==> config.mk <==
export PLATFORM = sky130hd
export DESIGN_NAME = base64_stream_decoder
export DESIGN_NICKNAME = d
export VERILOG_FILES = /design/src/hdl/b64d_pkg.sv /design/src/hdl/b64d_quartet.sv /design/src/hdl/b64d_emit.sv /design/src/hdl/base64_stream_decoder.sv
export VERILOG_INCLUDE_DIRS = /design/src /design/src/hdl
export SDC_FILE = /design/constraint.sdc
export NUM_CORES = 1
export LEC_CHECK = 0
export BUFFER_PORTS_ARGS = -buffer_cell sky130_fd_sc_hd__clkbuf_2
export CORE_ASPECT_RATIO = 1.4
export CORE_UTILIZATION = 35
export CTS_CLUSTER_SIZE = 12
export DETAILED_ROUTE_END_ITERATION = 10
export PLACE_DENSITY_LB_ADDON = 0.1
export SYNTH_ARGS = -nofsm -noshare
export SYNTH_HDL_FRONTEND = slang
export SYNTH_SLANG_ARGS = --single-unit
export TNS_END_PERCENT = 100
==> constraint.sdc <==
create_clock -name clk -period 7.7 [get_ports clk]
set_input_delay 1.155 -clock clk [delete_from_list [all_inputs] [get_ports clk]]
set_output_delay 1.155 -clock clk [all_outputs]
set_load 0.05 [all_outputs]
==> src/hdl/base64_stream_decoder_assert.svh <==
// Assertion macros shared by the decoder modules.
// Each macro expects clk and arst_n in scope.
`ifndef BASE64_STREAM_DECODER_ASSERT_SVH
`define BASE64_STREAM_DECODER_ASSERT_SVH

// Same-cycle implication.
`define B64D_ASSERT_NOW(label, cond, expr) \
	label: assert property (@(posedge clk) disable iff (!arst_n) (cond) |-> (expr)) \
		else $error("b64d assertion failed");

// Next-cycle implication.
`define B64D_ASSERT_NEXT(label, cond, expr) \
	label: assert property (@(posedge clk) disable iff (!arst_n) (cond) |=> (expr)) \
		else $error("b64d assertion failed");

`endif

==> src/hdl/b64d_pkg.sv <==
package b64d_pkg;

	localparam logic [7:0] CH_UPPER_A = 8'h41;
	localparam logic [7:0] CH_UPPER_Z = 8'h5A;
	localparam logic [7:0] CH_LOWER_A = 8'h61;
	localparam logic [7:0] CH_LOWER_Z = 8'h7A;
	localparam logic [7:0] CH_DIGIT_0 = 8'h30;
	localparam logic [7:0] CH_DIGIT_9 = 8'h39;
	localparam logic [7:0] CH_PLUS    = 8'h2B;
	localparam logic [7:0] CH_SLASH   = 8'h2F;
	localparam logic [7:0] CH_PAD     = 8'h3D;

	localparam logic [5:0] SX_LOWER_BASE = 6'd26;
	localparam logic [5:0] SX_DIGIT_BASE = 6'd52;
	localparam logic [5:0] SX_PLUS       = 6'd62;
	localparam logic [5:0] SX_SLASH      = 6'd63;

	// Result bundle of one character: up to three bytes plus an optional status.
	typedef struct packed {
		logic [23:0] word;
		logic [1:0]  nbytes;
		logic        status;
		logic        bad;
	} b64d_burst_t;

	typedef struct packed {
		logic       valid;
		logic [5:0] value;
	} b64d_sextet_t;

	function automatic b64d_sextet_t sextet_of(input logic [7:0] c);
		b64d_sextet_t r;
		r.valid = 1'b1;
		r.value = 6'd0;
		priority if (c >= CH_UPPER_A && c <= CH_UPPER_Z)
			r.value = 6'(c - CH_UPPER_A);
		else if (c >= CH_LOWER_A && c <= CH_LOWER_Z)
			r.value = 6'(c - CH_LOWER_A) + SX_LOWER_BASE;
		else if (c >= CH_DIGIT_0 && c <= CH_DIGIT_9)
			r.value = 6'(c - CH_DIGIT_0) + SX_DIGIT_BASE;
		else if (c == CH_PLUS)
			r.value = SX_PLUS;
		else if (c == CH_SLASH)
			r.value = SX_SLASH;
		else
			r.valid = 1'b0;
		return r;
	endfunction

endpackage

==> src/hdl/b64d_quartet.sv <==
`include "base64_stream_decoder_assert.svh"

module b64d_quartet import b64d_pkg::*; (
	input  logic        clk,
	input  logic        arst_n,
	input  logic        step,
	input  logic [7:0]  text_char,
	input  logic        final_char,
	output b64d_burst_t burst
);

	logic [1:0]  pos_q;
	logic [17:0] buf_q;
	logic [1:0]  pad_q;
	logic        closed_q;
	logic        err_q;

	logic [1:0]  pos_n;
	logic [17:0] buf_n;
	logic [1:0]  pad_n;
	logic        closed_n;
	logic        err_n;

	always_comb begin
		b64d_sextet_t sx;
		logic [5:0]   v;
		logic         e;
		sx = sextet_of(text_char);
		v = 6'd0;
		e = 1'b0;
		pos_n = pos_q + 2'd1;
		buf_n = buf_q;
		pad_n = pad_q;
		closed_n = closed_q;
		err_n = err_q;
		burst.word = {buf_q, 6'd0};
		burst.nbytes = 2'd0;
		burst.status = 1'b0;
		burst.bad = 1'b0;
		if (!err_q) begin
			if (closed_q)
				e = 1'b1;
			else if (text_char == CH_PAD) begin
				if (pos_q < 2'd2)
					e = 1'b1;
				else
					pad_n = pad_q + 2'd1;
			end else begin
				if (!sx.valid || pad_q != 2'd0)
					e = 1'b1;
				else
					v = sx.value;
			end
			if (!e) begin
				if (pos_q != 2'd3)
					buf_n = {buf_q[11:0], v};
				else begin
					burst.word = {buf_q, v};
					unique case (pad_n)
						2'd0:    burst.nbytes = 2'd3;
						2'd1:    burst.nbytes = 2'd2;
						default: burst.nbytes = 2'd1;
					endcase
					if (pad_n != 2'd0)
						closed_n = 1'b1;
					pad_n = 2'd0;
					buf_n = 18'd0;
				end
			end
			err_n = e;
		end
		// End of text: report status and return to the reset state.
		if (final_char) begin
			burst.status = 1'b1;
			burst.bad = err_n | (pos_q != 2'd3);
			pos_n = 2'd0;
			buf_n = 18'd0;
			pad_n = 2'd0;
			closed_n = 1'b0;
			err_n = 1'b0;
		end
	end

	always_ff @(posedge clk or negedge arst_n) begin
		if (!arst_n) begin
			pos_q <= 2'd0;
			buf_q <= 18'd0;
			pad_q <= 2'd0;
			closed_q <= 1'b0;
			err_q <= 1'b0;
		end else if (step) begin
			pos_q <= pos_n;
			buf_q <= buf_n;
			pad_q <= pad_n;
			closed_q <= closed_n;
			err_q <= err_n;
		end
	end

	`B64D_ASSERT_NOW(a_no_bytes_after_error, err_q, burst.nbytes == 2'd0)
	`B64D_ASSERT_NEXT(a_final_clears, step && final_char, pos_q == 2'd0 && !err_q && !closed_q)
	`B64D_ASSERT_NOW(a_pad_only_late, pad_q != 2'd0 && !err_q, pos_q == 2'd3 || pos_q == 2'd0)

endmodule

==> src/hdl/b64d_emit.sv <==
`include "base64_stream_decoder_assert.svh"

module b64d_emit import b64d_pkg::*; (
	input  logic        clk,
	input  logic        arst_n,
	input  logic        load,
	input  b64d_burst_t burst,
	output logic        can_load,
	output logic        m_axis_tvalid,
	input  logic        m_axis_tready,
	output logic [7:0]  m_axis_tdata,
	output logic [1:0]  m_axis_tuser,
	output logic        m_axis_tlast
);

	logic [23:0] word_q;
	logic [1:0]  nbytes_q;
	logic        stat_q;
	logic        bad_q;
	logic [2:0]  total;
	logic        take;

	assign total = {1'b0, nbytes_q} + {2'b00, stat_q};
	assign take = m_axis_tvalid && m_axis_tready;
	// Free, or the last pending result leaves this cycle.
	assign can_load = (total == 3'd0) || (total == 3'd1 && m_axis_tready);

	assign m_axis_tvalid = total != 3'd0;
	assign m_axis_tlast = total == 3'd1;
	assign m_axis_tdata = (nbytes_q != 2'd0) ? word_q[23:16] : 8'd0;
	assign m_axis_tuser = (nbytes_q != 2'd0) ? 2'b00 : {bad_q, 1'b1};

	always_ff @(posedge clk or negedge arst_n) begin
		if (!arst_n) begin
			nbytes_q <= 2'd0;
			stat_q <= 1'b0;
			bad_q <= 1'b0;
		end else if (load && can_load) begin
			nbytes_q <= burst.nbytes;
			stat_q <= burst.status;
			bad_q <= burst.bad;
		end else if (take) begin
			if (nbytes_q != 2'd0)
				nbytes_q <= nbytes_q - 2'd1;
			else
				stat_q <= 1'b0;
		end
	end

	always_ff @(posedge clk) begin
		if (load && can_load)
			word_q <= burst.word;
		else if (take && nbytes_q != 2'd0)
			word_q <= {word_q[15:0], 8'd0};
	end

	`B64D_ASSERT_NOW(a_status_ends_run, m_axis_tvalid && m_axis_tuser[0], m_axis_tlast)
	`B64D_ASSERT_NOW(a_bad_only_status, m_axis_tvalid && !m_axis_tuser[0], !m_axis_tuser[1])
	`B64D_ASSERT_NEXT(a_drain_one, take && !(load && can_load), total == $past(total) - 3'd1)

endmodule

==> src/hdl/base64_stream_decoder.sv <==
// Base64 stream decoder (standard alphabet, '=' padding).
// Input channel s_axis: one ASCII character per transfer in tdata[7:0]; tlast
// marks the last character of a text. Output channel m_axis: one result per
// transfer, data byte in tdata[7:0], tuser[0] set for the end-of-text status,
// tuser[1] set on that status when the text was invalid, tlast on the last
// result caused by one input character.
// An accepted character is registered in the input register, decoded from there
// combinationally, and its results are loaded into the output register.
// Throughput: one character per cycle. Characters that yield no result pass
// the decoder even while earlier results drain. A character that closes a
// quartet waits in the input register until the output register is free or
// its last pending result is being transferred; its bundle then holds the
// output register until its results (up to three bytes, four with the status)
// leave; with tready high a well-formed text streams one character per cycle.
// When m_axis_tready is low, results hold in the output register and
// s_axis_tready drops once a character that yields results waits in the
// input register.
// Reset (arst_n low) empties both registers and clears the quartet state;
// after the status result of a text the decoder is ready for the next text.
module base64_stream_decoder import b64d_pkg::*; (
	input  logic       clk,
	input  logic       arst_n,
	input  logic       s_axis_tvalid,
	output logic       s_axis_tready,
	input  logic [7:0] s_axis_tdata,   // [7:0] text_char
	input  logic       s_axis_tlast,
	output logic       m_axis_tvalid,
	input  logic       m_axis_tready,
	output logic [7:0] m_axis_tdata,   // [7:0] data_byte
	output logic [1:0] m_axis_tuser,   // [0] is_status, [1] bad_input
	output logic       m_axis_tlast
);

	logic        valid_s1;
	logic [7:0]  char_s1;
	logic        final_s1;
	logic        can_load;
	logic        step;
	logic        emits;
	b64d_burst_t burst;

	// A character with no result never waits for the output register.
	assign emits = burst.nbytes != 2'd0 || burst.status;
	assign step = valid_s1 && (can_load || !emits);
	assign s_axis_tready = !valid_s1 || step;

	always_ff @(posedge clk or negedge arst_n) begin
		if (!arst_n)
			valid_s1 <= 1'b0;
		else if (s_axis_tready)
			valid_s1 <= s_axis_tvalid;
	end

	always_ff @(posedge clk) begin
		if (s_axis_tready && s_axis_tvalid) begin
			char_s1 <= s_axis_tdata;
			final_s1 <= s_axis_tlast;
		end
	end

	b64d_quartet u_quartet (
		.clk        (clk),
		.arst_n     (arst_n),
		.step       (step),
		.text_char  (char_s1),
		.final_char (final_s1),
		.burst      (burst)
	);

	b64d_emit u_emit (
		.clk           (clk),
		.arst_n        (arst_n),
		.load          (step && emits),
		.burst         (burst),
		.can_load      (can_load),
		.m_axis_tvalid (m_axis_tvalid),
		.m_axis_tready (m_axis_tready),
		.m_axis_tdata  (m_axis_tdata),
		.m_axis_tuser  (m_axis_tuser),
		.m_axis_tlast  (m_axis_tlast)
	);

endmodule
* Word level (Yosys, flattened, before mapping)
Index checks and enable logic that the tools add are counted.
** Storage, ports and cells
- Output and inout port bits :: 13
- Register bits after elaboration :: 62
- Word-level logic and storage cells :: 126
- Input bits :: 13
** Cells by class
- Equality and inequality tests :: 10
- Muxes and demuxes :: 53
- Magnitude comparators :: 7
- Reduce and logical (&&, ||, !) cells :: 34
- Bitwise logic cells :: 1
- Add/sub/neg operators :: 9
** Operators with widths (number)
- two-way mux 18 bit :: 4
- two-way mux 24 bit :: 2
- two-way mux 6 bit :: 8
- two-way mux 8 bit :: 4
- two-way mux 2 bit :: 14
- == test 8 x 6 -> 1 bit, second input constant :: 3
- two-way mux 1 bit :: 20
- >= comparator 8 x 7 -> 1 bit, second input constant :: 2
- <= comparator 8 x 7 -> 1 bit, second input constant :: 2
- nonzero test 2 bit :: 8
- subtractor 6 bit, second input constant :: 2
- logical AND 1 bit :: 10
- != test 2 bit, second input constant :: 5
- >= comparator 8 x 6 -> 1 bit, second input constant :: 1
- <= comparator 8 x 6 -> 1 bit, second input constant :: 1
- adder 6 x 5 -> 6 bit, second input constant :: 1
- adder 6 bit, second input constant :: 1
- AND reduction 2 bit :: 3
- subtractor 6 x 1 -> 6 bit, second input constant :: 1
- logical OR 1 bit :: 5
- AND reduction 5 bit :: 1
- adder 2 x 1 -> 2 bit, second input constant :: 2
- one-hot mux 2 bit (2 select lines) :: 1
- adder 2 x 1 -> 3 bit :: 1
- other kinds (10) :: 12

* Depth between registers and ports, before layout
Gate-level depths: netlist of the first run.
- Depth after elaboration :: 23
- Depth in mapped cells :: 12
- Gate-level depth less buffers :: 9

* Modules after synthesis
Synthesis of the first run repeated with hierarchy kept, for this count alone.
** Unflattened totals
- Cell total of the unflattened synthesis :: 289
- Area total of the unflattened synthesis :: 3450.8 um^2
** By module, submodules not included
- b64d_quartet :: times used 1, area each 1710.4 um^2, cells each 177, seq. area each 600.6 um^2
- b64d_emit :: times used 1, area each 1391.3 um^2, cells each 94, seq. area each 820.8 um^2
- base64_stream_decoder :: times used 1, area each 349.1 um^2, cells each 18, seq. area each 295.3 um^2

* Least setup slack after synthesis of the first run
No wires, ideal clock.
- Kind :: register to output
- Start :: reg char_s1[2]
- End :: out s_axis_tready
- Required time :: 6.545 ns
- Slack :: 4.394 ns
- Data arrival time :: 2.151 ns
- Buffers on the path :: 1
- Cell stages (with the launch flop) :: 11
- Cell sequence :: edfxtp_1 inv_1 ha_1 a21oi_2 a31oi_1 a221o_1 buf_2 nand3_2 nand2_1 nor3b_1 inv_1
** Between the ends
- Word-level cells in the longest chain between the ends :: 20
- Elaborated cells between the ends (all ways) :: 38
- Classes of those cells :: order compare (6); eq/ne (4); mux (16); reduce/logical (12)
** Ends and longest elaborated chain
- from (decl) :: line base64_stream_decoder.sv:35 : logic [7:0] char_s1;
- from (signal assigned) :: line base64_stream_decoder.sv:56 : char_s1 <= s_axis_tdata;
- branches (longest 12 deep; another with >= comparator 8 x 6 -> 1 bit)
- two-way mux 8 bit (*) :: line b64d_quartet.sv:54 : if (!e) begin
- two-way mux 8 bit (*) :: line b64d_quartet.sv:40 : if (!err_q) begin
- nonzero test 2 bit (*) :: line base64_stream_decoder.sv:43 : assign emits = burst.nbytes != 2'd0 || burst.status;
- logical OR 1 bit (*) :: line base64_stream_decoder.sv:43
- logical NOT 1 bit (*) :: line base64_stream_decoder.sv:44 : assign step = valid_s1 && (can_load || !emits);
- logical OR 1 bit (*) :: line base64_stream_decoder.sv:44
- logical AND 1 bit (*) :: line base64_stream_decoder.sv:44
- logical OR 1 bit (*) :: line base64_stream_decoder.sv:45 : assign s_axis_tready = !valid_s1 || step;
- to (decl) :: line base64_stream_decoder.sv:24 : output logic s_axis_tready,
Every way passes the cells marked *. The select of a mux whose other input is x is not followed.

* Worst setup path in the final report of the first run
- Start :: reg char_s1[3]
- End :: out s_axis_tready
Same word-level chain as after synthesis.

==> results of run 1 <==
## cell families (layout without fill, tap and decap cells)
group / after synthesis / after routing
compound gates: 56 / 56
fa+ha+maj: 14 / 14
flops: 62 / 62
buf+inv: 36 / 62
xor+xnor: 6 / 6
mux: 21 / 21
simple gates: 111 / 111
## registers in the layout (all words and copies together) (netlist names)
| name | count |
|---|---|
| u_quartet.pad_q | 2 |
| valid_s1 | 1 |
| u_emit.stat_q | 1 |
| u_quartet.pos_q | 2 |
| u_emit.bad_q | 1 |
| char_s1 | 8 |
| final_s1 | 1 |
| u_quartet.closed_q | 1 |
| u_emit.nbytes_q | 2 |
| u_emit.word_q | 24 |
| u_quartet.err_q | 1 |
| u_quartet.buf_q | 18 |
## area by class of cell
type / count / area share
Multi-Input combinational cell: 208 / 0.3879
Timing Repair Buffer: 25 / 0.03265
Inverter: 21 / 0.02057
Tap cell: 110 / 0.03591
Sequential cell: 62 / 0.4479
Clock buffer: 12 / 0.06693
Clock inverter: 4 / 0.008162
## worst min-delay path by stage
stage	endpoint	slack (ns)	depth (start not counted)
floorplan	u_quartet.buf_q[15]	0.43	2
global placement	u_quartet.buf_q[15]	0.46	2
detailed placement	u_quartet.buf_q[12]	0.47	2
CTS	u_quartet.buf_q[16]	0.48	2
global route	u_quartet.buf_q[12]	0.50	2
finish	u_quartet.buf_q[16]	0.47	2
## per-stage QoR
stage	cells	hold slack (ns)	setup slack, ns	area (µm²)	total power [W]
2_1_floorplan	306	0.4324	4.394	3407	0.001020
3_5_place_dp	426	0.4674	3.802	3545	0.001128
6_report	442	0.4746	3.662	3832	0.001492
4_1_cts	442	0.4812	3.634	3832	0.001516
5_1_grt	442	0.4957	3.320	3832	0.001581
3_3_place_gp	426	0.4646	3.919	3545	0.001125
## report_power, final
part | total (W) | leakage, nW | internal, W | switching (W)
registers | 0.000544 | 0.704 | 0.000494 | 0.0000495
logic | 0.000566 | 0.738 | 0.000187 | 0.000379
clock network | 0.000382 | 0.131 | 0.000236 | 0.000145
## layer usage
layer	vias up	routed length (µm)	GRT usage
met5	-	0	0
met4	0	184	0.07292
met3	10	203	0.04190
met2	38	3658	0.2707
met1	1019	2788	0.1608
li1	1122	-	-
## cell usage in the layout (no fill, tap or decap), types with 2 or more instances in the layout
cell,count
mux2_2,10
a31oi_1,2
and2_1,2
clkbuf_16,9
a21boi_0,2
a21oi_1,11
o22ai_1,4
a21oi_2,2
clkbuf_8,2
o21a_1,2
o31ai_1,4
nor2_1,19
o21ai_0,11
nand2b_1,3
mux2_4,8
clkinvlp_4,3
xnor2_1,5
clkbuf_2,25
nor2b_1,13
inv_1,21
ha_1,14
nand3_1,15
mux2i_1,3
or2_1,2
o21ai_2,3
edfxtp_1,33
o21ai_1,3
nor3b_1,4
nand3b_1,2
nand4_1,2
dfrtp_1,29
nand2_1,32
nor3_1,4
## worst register-to-register path: cells and delay by family, from the launching register on
family / cells / cell delay (ns)
simple gates: 2 / 1.16
flops: 1 / 0.53
compound gates: 5 / 1.23
fa+ha+maj: 1 / 0.38
==> results.cfg, run 1 <==
[place]
port_buffers = 25
globalplace.congestion = 0.7570
hpwlAfterDp_um = 4958

[cts]
cts_root_buf = clkbuf_16
cts_made_buffers = 9
clock_sinks = 62
cts_tree = yes
clkSlewWorstSetupHoldPaths_ns = 0.06
cts.repair.resized = 0
cts_setup_buffers = 0
h-tree-depth = 3
ctsLongestPathBuffers = 2
ctsHoldBuffers = 0
clk_latency_ns = 0.33

[setup_path]
start_kind = flip-flop
reg2regPathDepth = 8
cp-endpoint = s_axis_tready
critical_path_depth = 9
cp_slowest_cell = edfxtp_1
critPathKind = reg -> out
r2r-end = u_emit.word_q[5]
max_stage_delay_ns = 0.54
cp_num_buf_inv = 2
reg2reg_from = char_s1[3]
r2r_setup_slack_ns = 3.99
crit_chain = ha_1 -> nand4_1 -> nor3_2 -> nor2_2 -> nand3_2 -> nand2_1 -> nor3b_1 -> inv_1 -> clkbuf_2
critPathMaxFanout = 9
crit_start = char_s1[3]
cp.required_ns = 6.55
worstSetupEndpointType = primary output
cp.arrival_ns = 2.88
critPathTopFamily = simple AND/OR/NAND/NOR gates

[pwr]
vdd_drop_max_v = 0.0001123
power_density_nw_per_um2 = 389.2
power_leakage_nw = 1.573

[logic_synthesis]
synth_compound_area_frac = 0.1194
synthDistinctLibCells = 61
synth_async_sr_flop_share = 0.4677
ys_top_cells_by_count = 33 x edfxtp_1, 32 x nand2_1, 29 x dfrtp_1, 21 x inv_1, 19 x nor2_1
synth-edff-count = 33
ys_seq_elements = 62
synth_top_family_by_area = simple AND/OR/NAND/NOR gates
synthFlopType = edfxtp_1
synth_fa_ha_area_frac = 0.05141
yosys.area_share.simple = 0.1730
synthMuxAreaShare = 0.07712
synth_top_cells_by_area = edfxtp_1 29%, dfrtp_1 21%, ha_1 5.1%
seq_area_frac_synth = 0.5039
syn-num-nets = 333
synthXorXnorAreaFrac = 0.01542
synth_top_area_frac = 0.2909
yosysWarnings = 0
yosysTopAreaCell = edfxtp_1
yosysMostFrequentCell = edfxtp_1
avgSynthCellArea_um2 = 11.13
netlist_instances = 306
syn_area_um2 = 3407

[hold_path]
min_path_type = reg -> reg
min_from = u_quartet.buf_q[16]

[drt]
viasPerCell = 4.952
post_drt_wl_per_cell_um = 15.46
via_count = 2189
routed_wl_um = 6835
drc_errors = 0
drtIter0Drc = 80
postRouteAntennaNets = 0
first_pass_iters = 4

[global_routing]
grt_pass1_vias = 2219
grt_max_degree = 30
grt_usage = 0.1510
grt_overflow = 0
antenna_found_initial = 0
grt_first_pass_wirelength_um = 11280

[finish]
fill_cells = 931
nNetsFinal = 354
syn_to_final_growth_pct = 12.49
n_antenna_cell = 0
drive_above_1_share = 0.2319
regArea_um2 = 1717
multi_input_area_um2 = 1486
final_core_util = 0.4052

[sta]
slew_viol_final = 0
setup_violations = 0
final.period_utilization = 0.5244
final_hold_viol_count = 0
layout_min_cycle_time_ns = 4.038
rsz0062_at_grt = no
fmax_ghz = 0.2476
max_slew_margin = 0.2990
worst_slew_pin_slew_ns = 1.052
tns_ns = 0
skew_ns = 0.007640

[floorplan]
coreArea_um2 = 9459
dieArea_um2 = 10140
chipHeight_um = 118.7
dieWidth_um = 85.39
io_pins = 26
rows = 42
initial_core_util = 0.3602

[flow_run]
drv_cap = 0

[run_status]
status = completed
Power figures use the tool's default switching activity.
==> inputs of run 2 (changes only) <==
Clock period 7.7 ns to 3.6 ns, I/O delays scaled along.
==> run 2 against run 1 <==
- first-iteration DRC count up 39%
- via count up 3.8%
- critical path depth up 2
- clock power up 140%
- register-to-register slack worse by 3.6 ns
- hold slack worse by 0.18 ns
- critical endpoint unchanged
- highest routed layer unchanged
==> results.cfg, run 2 (synthesis results as in run 1) <==
[run_status]
status = completed

[finish]
final_common_cell = edfxtp_1
n_antenna_cell = 0
drive_above_1_share = 0.2485
syn_to_final_growth_pct = 14.87
fill_cells = 920
top_register = u_emit.word_q
nNetsFinal = 360
final_cell_mix = 33 x edfxtp_1, 32 x nand2_1, 29 x dfrtp_1
reg_top3 = u_emit.word_q (24), u_quartet.buf_q (18), char_s1 (8)
largest_reg_flops = 24
regArea_um2 = 1717
multi_input_area_um2 = 1494

[drt]
viasPerCell = 5.071
routed_wl_um = 7220
via_count = 2272
drtIter0Drc = 111
first_pass_iters = 4
post_drt_wl_per_cell_um = 16.12
postRouteAntennaNets = 0
drc_errors = 0

[cts]
ctsHoldBuffers = 0
h-tree-depth = 3
clock_sinks = 62
clk_latency_ns = 0.33
clkSlewWorstSetupHoldPaths_ns = 0.05
cts_root_buf = clkbuf_16
ctsLongestPathBuffers = 2
cts_made_buffers = 9
cts_tree = yes

[pwr]
p_sw_frac = 0.3723
power_density_nw_per_um2 = 857.9
p_int_w = 0.002107
combPwrFrac = 0.379
vdd_drop_max_v = 0.0002420
p_clk_frac = 0.276
power_leakage_nw = 1.627
p_sw_w = 0.001250
p_seq_frac = 0.344

[sta]
final_hold_viol_count = 0
final.period_utilization = 0.9121
setup_violations = 0
fmax_ghz = 0.3045
slew_viol_final = 0
skew_ns = 0.004638
worst_slew_pin_slew_ns = 0.8118
holdWs_ns = 0.2958
max_slew_margin = 0.4588
layout_min_cycle_time_ns = 3.284
rsz0062_at_grt = no
tns_ns = 0

[place]
port_buffers = 25
hpwlAfterDp_um = 5129
globalplace.congestion = 0.8412

[global_routing]
grt_usage = 0.1546
grt_overflow = 0
met3_usage = 0.02374
grt_first_pass_wirelength_um = 11650
use_met2 = 0.2828
grt_use_met1 = 0.1575
grt_max_degree = 30
antenna_found_initial = 0
grt_pass1_vias = 2405
grt_busiest_layer = met2

[setup_path]
cp_num_buf_inv = 4
worstSetupEndpointType = primary output
cp_slowest_cell = edfxtp_1
max_stage_delay_ns = 0.46
crit_chain = inv_1 -> ha_1 -> a21oi_2 -> a31oi_1 -> a221o_1 -> buf_4 -> nand3_2 -> nand2_1 -> nor3b_2 -> inv_1 -> clkbuf_2
critPathMaxFanout = 9
cp.required_ns = 3.06
critPathKind = reg -> out
cpMostUsedCell = inv_1
cp.arrival_ns = 2.74
start_kind = flip-flop
critPathTopFamily = compound AO/OA/AOI/OAI gates

[floorplan]
rows = 42
chipHeight_um = 118.7
dieArea_um2 = 10140
dieWidth_um = 85.39
io_pins = 26
coreArea_um2 = 9459
initial_core_util = 0.3602

[hold_path]
min_path_type = in -> async

[flow_run]
drv_cap = 0
-- run 2: area by class of cell --
type	instances	area share
inverters	21	0.02014
flip-flops and latches	62	0.4386
multi-input cells	208	0.3817
well taps	110	0.03517
clock inverters	4	0.01790
repair buffers	31	0.04348
clock buffers	12	0.06298
-- run 2: final timing paths --
| kind | from | to | slack, ns | depth (start not counted) |
|---|---|---|---|---|
| max in group asynchronous | arst_n | u_quartet.buf_q[13] | 2.79 | 1 |
| max reg2reg | char_s1[2] | u_emit.word_q[19] | 0.35 | 10 |
| min in group clk | s_axis_tdata[0] | char_s1[0] | 0.38 | 1 |
| min | arst_n | u_quartet.pos_q[0] | 0.30 | 1 |
| max | char_s1[2] | s_axis_tready | 0.32 | 11 |
| min reg2reg | u_quartet.buf_q[15] | u_quartet.buf_q[15] | 0.47 | 2 |
-- run 2: metal layers --
layer | share of wire | wire (µm) | vias to the layer above
met1 | 0.39 | 2829 | 1077
met3 | 0.028 | 202 | 20
met2 | 0.55 | 3937 | 46
met5 | 0 | 0 | -
li1 | - | - | 1129
met4 | 0.035 | 251 | 0
-- run 2: through the flow --
step	cells	power (W)	setup WS [ns]	utilization	area, µm²
finish	448	0.003358	0.3163	0.4138	3914
CTS	448	0.003397	0.1489	0.4130	3906
global route	448	0.003546	0.07832	0.4138	3914
detailed placement	432	0.002455	0.3616	0.3795	3590
floorplan	306	0.002183	0.5986	-	3407
global placement	432	0.002449	0.4404	0.3795	3590
-- run 2: what timing repair did --
action / in CTS / in global routing
resized for setup: 0 / 2
endpoints found under the setup margin: 0 / 1
buffers inserted: 0 / 0
-- run 2: power by group through the flow --
| stage | combinational [W] | sequential [W] | clock (W) |
|---|---|---|---|
| 4_1_cts | 0.00129 | 0.00116 | 0.000947 |
| 2_1_floorplan | 0.00105 | 0.00113 | 0 |
| 3_3_place_gp | 0.00128 | 0.00117 | 0 |
| 3_5_place_dp | 0.00128 | 0.00117 | 0 |
| 5_1_grt | 0.00139 | 0.00118 | 0.000977 |
| 6_report | 0.00127 | 0.00116 | 0.000928 |
==> inputs of run 3 (changes only) <==
Settings changed: RECOVER_POWER from default to 50.
==> run 3 against run 2 <==
- the flow now finishes with violations (max-capacitance violations, max-slew violations)
- worst setup slack worse by 0.0088 ns
- first-iteration DRC count is 5.4% higher
- largest cell class unchanged
- register-to-register slack got worse by 0.04 ns
- wire length is 0.39% higher
- non-clock buffer count unchanged
- clock-buffer cell count unchanged
- critical endpoint is now u_emit.word_q[19]
- hold slack improved by 0.085 ns
- critical path depth down 1
- die area unchanged
- maximum frequency is 0.27% lower
- cell count unchanged
- cell area is 0.61% lower
==> results.cfg, run 3 (synthesis results as in run 1) <==
[place]
place_ws_ns = 0.3616
port_buffers = 25
globalplace.congestion = 0.8412
hpwlAfterDp_um = 5129

[setup_path]
r2r-end = u_emit.word_q[19]
reg2reg_from = char_s1[2]
r2r_setup_slack_ns = 0.31
critPathKind = reg -> reg
cp.arrival_ns = 3.37
cp.required_ns = 3.67
critPathMaxFanout = 18
start_kind = flip-flop
worstSetupEndpointType = flip-flop
reg2regPathDepth = 10

[cts]
ctsHoldBuffers = 0
cts_tree = yes
cts_root_buf = clkbuf_16
ctsLongestPathBuffers = 2
clkSlewWorstSetupHoldPaths_ns = 0.05
clock_sinks = 62
h-tree-depth = 3
cts_made_buffers = 9
clk_latency_ns = 0.33

[pwr]
power_density_nw_per_um2 = 856.6
total_power_w = 0.003332
vdd_drop_max_v = 0.0002418
power_leakage_nw = 1.585

[finish]
fill_cells = 926
multi_input_area_um2 = 1486
largest_reg_flops = 24
reg_top3 = u_emit.word_q (24), u_quartet.buf_q (18), char_s1 (8)
syn_to_final_growth_pct = 14.18
drive_above_1_share = 0.2041
n_antenna_cell = 0
nNetsFinal = 360
final_cell_mix = 33 x edfxtp_1, 32 x nand2_1, 29 x dfrtp_1
top_register = u_emit.word_q
final_common_cell = edfxtp_1
regArea_um2 = 1717

[sta]
fmax_ghz = 0.3037
tns_ns = 0
setup_slack_ns = 0.3076
rsz0062_at_grt = no
worst_slew_pin_slew_ns = 1.758
max_slew_margin = -0.1720
final.period_utilization = 0.9146
layout_min_cycle_time_ns = 3.292
setup_violations = 0
slew_viol_final = 30
final_hold_viol_count = 0
holdWs_ns = 0.3811
skew_ns = 0.004800

[drt]
via_count = 2286
drtIter0Drc = 117
routed_wl_um = 7248
post_drt_wl_per_cell_um = 16.18
postRouteAntennaNets = 0
drc_errors = 0
first_pass_iters = 4
viasPerCell = 5.103

[global_routing]
grt_usage = 0.1546
grt_pass1_vias = 2405
antenna_found_initial = 0
grt_max_degree = 30
grt_overflow = 0
grt_first_pass_wirelength_um = 11650

[floorplan]
initial_core_util = 0.3602
rows = 42
coreArea_um2 = 9459
dieWidth_um = 85.39
chipHeight_um = 118.7
dieArea_um2 = 10140
io_pins = 26

[hold_path]
hold-path-cell-count = 1
whs_endpoint = char_s1[0]
min_from = s_axis_tdata[0]
min_path_type = in -> reg

[flow_run]
drv_cap = 1

[run_status]
status = finished, violations left
violations = max-capacitance violations, max-slew violations
[run 3: cell counts in the layout (fill, tap and decap cells not counted)]
No cell type changed its count.
[run 3: area by class of cell]
type	instances	share of cell area
flip-flops and latches	62	0.4413
multi-input cells	208	0.3821
clock buffers	12	0.06336
repair buffers	31	0.03956
well taps	110	0.03538
inverters	21	0.02026
clock inverters	4	0.01801
[run 3: per-stage QoR]
step	std cells	utilization	cell area, µm²
global route	448	0.4112	3890
global placement	432	0.3795	3590
detailed placement	432	0.3795	3590
finish	448	0.4112	3890
CTS	448	0.4130	3906
floorplan	306	-	3407
[run 3: routing by layer]
metal,share of wire,up-vias,track usage,routed length (µm)
met4,0.035,0,0.1083,251
met1,0.39,1088,0.1575,2850
met5,0,-,0,0
met2,0.54,48,0.2828,3929
met3,0.030,20,0.02374,217
li1,-,1130,-,-
[run 3: worst max path at each step]
| stage | start | to | slack (ns) | cells after the start |
|---|---|---|---|---|
| 2_1_floorplan | char_s1[2] | u_emit.word_q[0] | 0.60 | 11 |
| 3_3_place_gp | char_s1[2] | u_emit.word_q[18] | 0.44 | 10 |
| 3_5_place_dp | char_s1[2] | u_emit.word_q[19] | 0.36 | 10 |
| 4_1_cts | char_s1[3] | s_axis_tready | 0.15 | 9 |
| 5_1_grt | char_s1[1] | s_axis_tready | 0.1 | 10 |
| 6_report | char_s1[2] | u_emit.word_q[19] | 0.31 | 10 |
[run 3: worst max-delay path, stage by stage, from the launching register on]
cell and delay, ns:
edfxtp_1 0.48, inv_1 0.17, ha_1 0.29, nor3b_2 0.28, a211oi_4 0.10, o21ai_4 0.23
a21oi_1 0.17, o21ai_2 0.47, nand2_4 0.31, or2_1 0.32, buf_4 0.21
[run 3: power by group]
group | switching (W) | internal (W) | total (W)
Clock | 0.000307 | 0.000622 | 0.000930
Sequential | 0.000104 | 0.00105 | 0.00116
Combinational | 0.000839 | 0.000408 | 0.00125
Total | 0.00125 | 0.00208 | 0.00333
[run 3: timing repair]
item | CTS | global route
gates resized for setup | 0 | 2
buffers inserted | 0 | 0
setup endpoints to repair | 0 | 1
hold endpoints to repair | 0 | 0
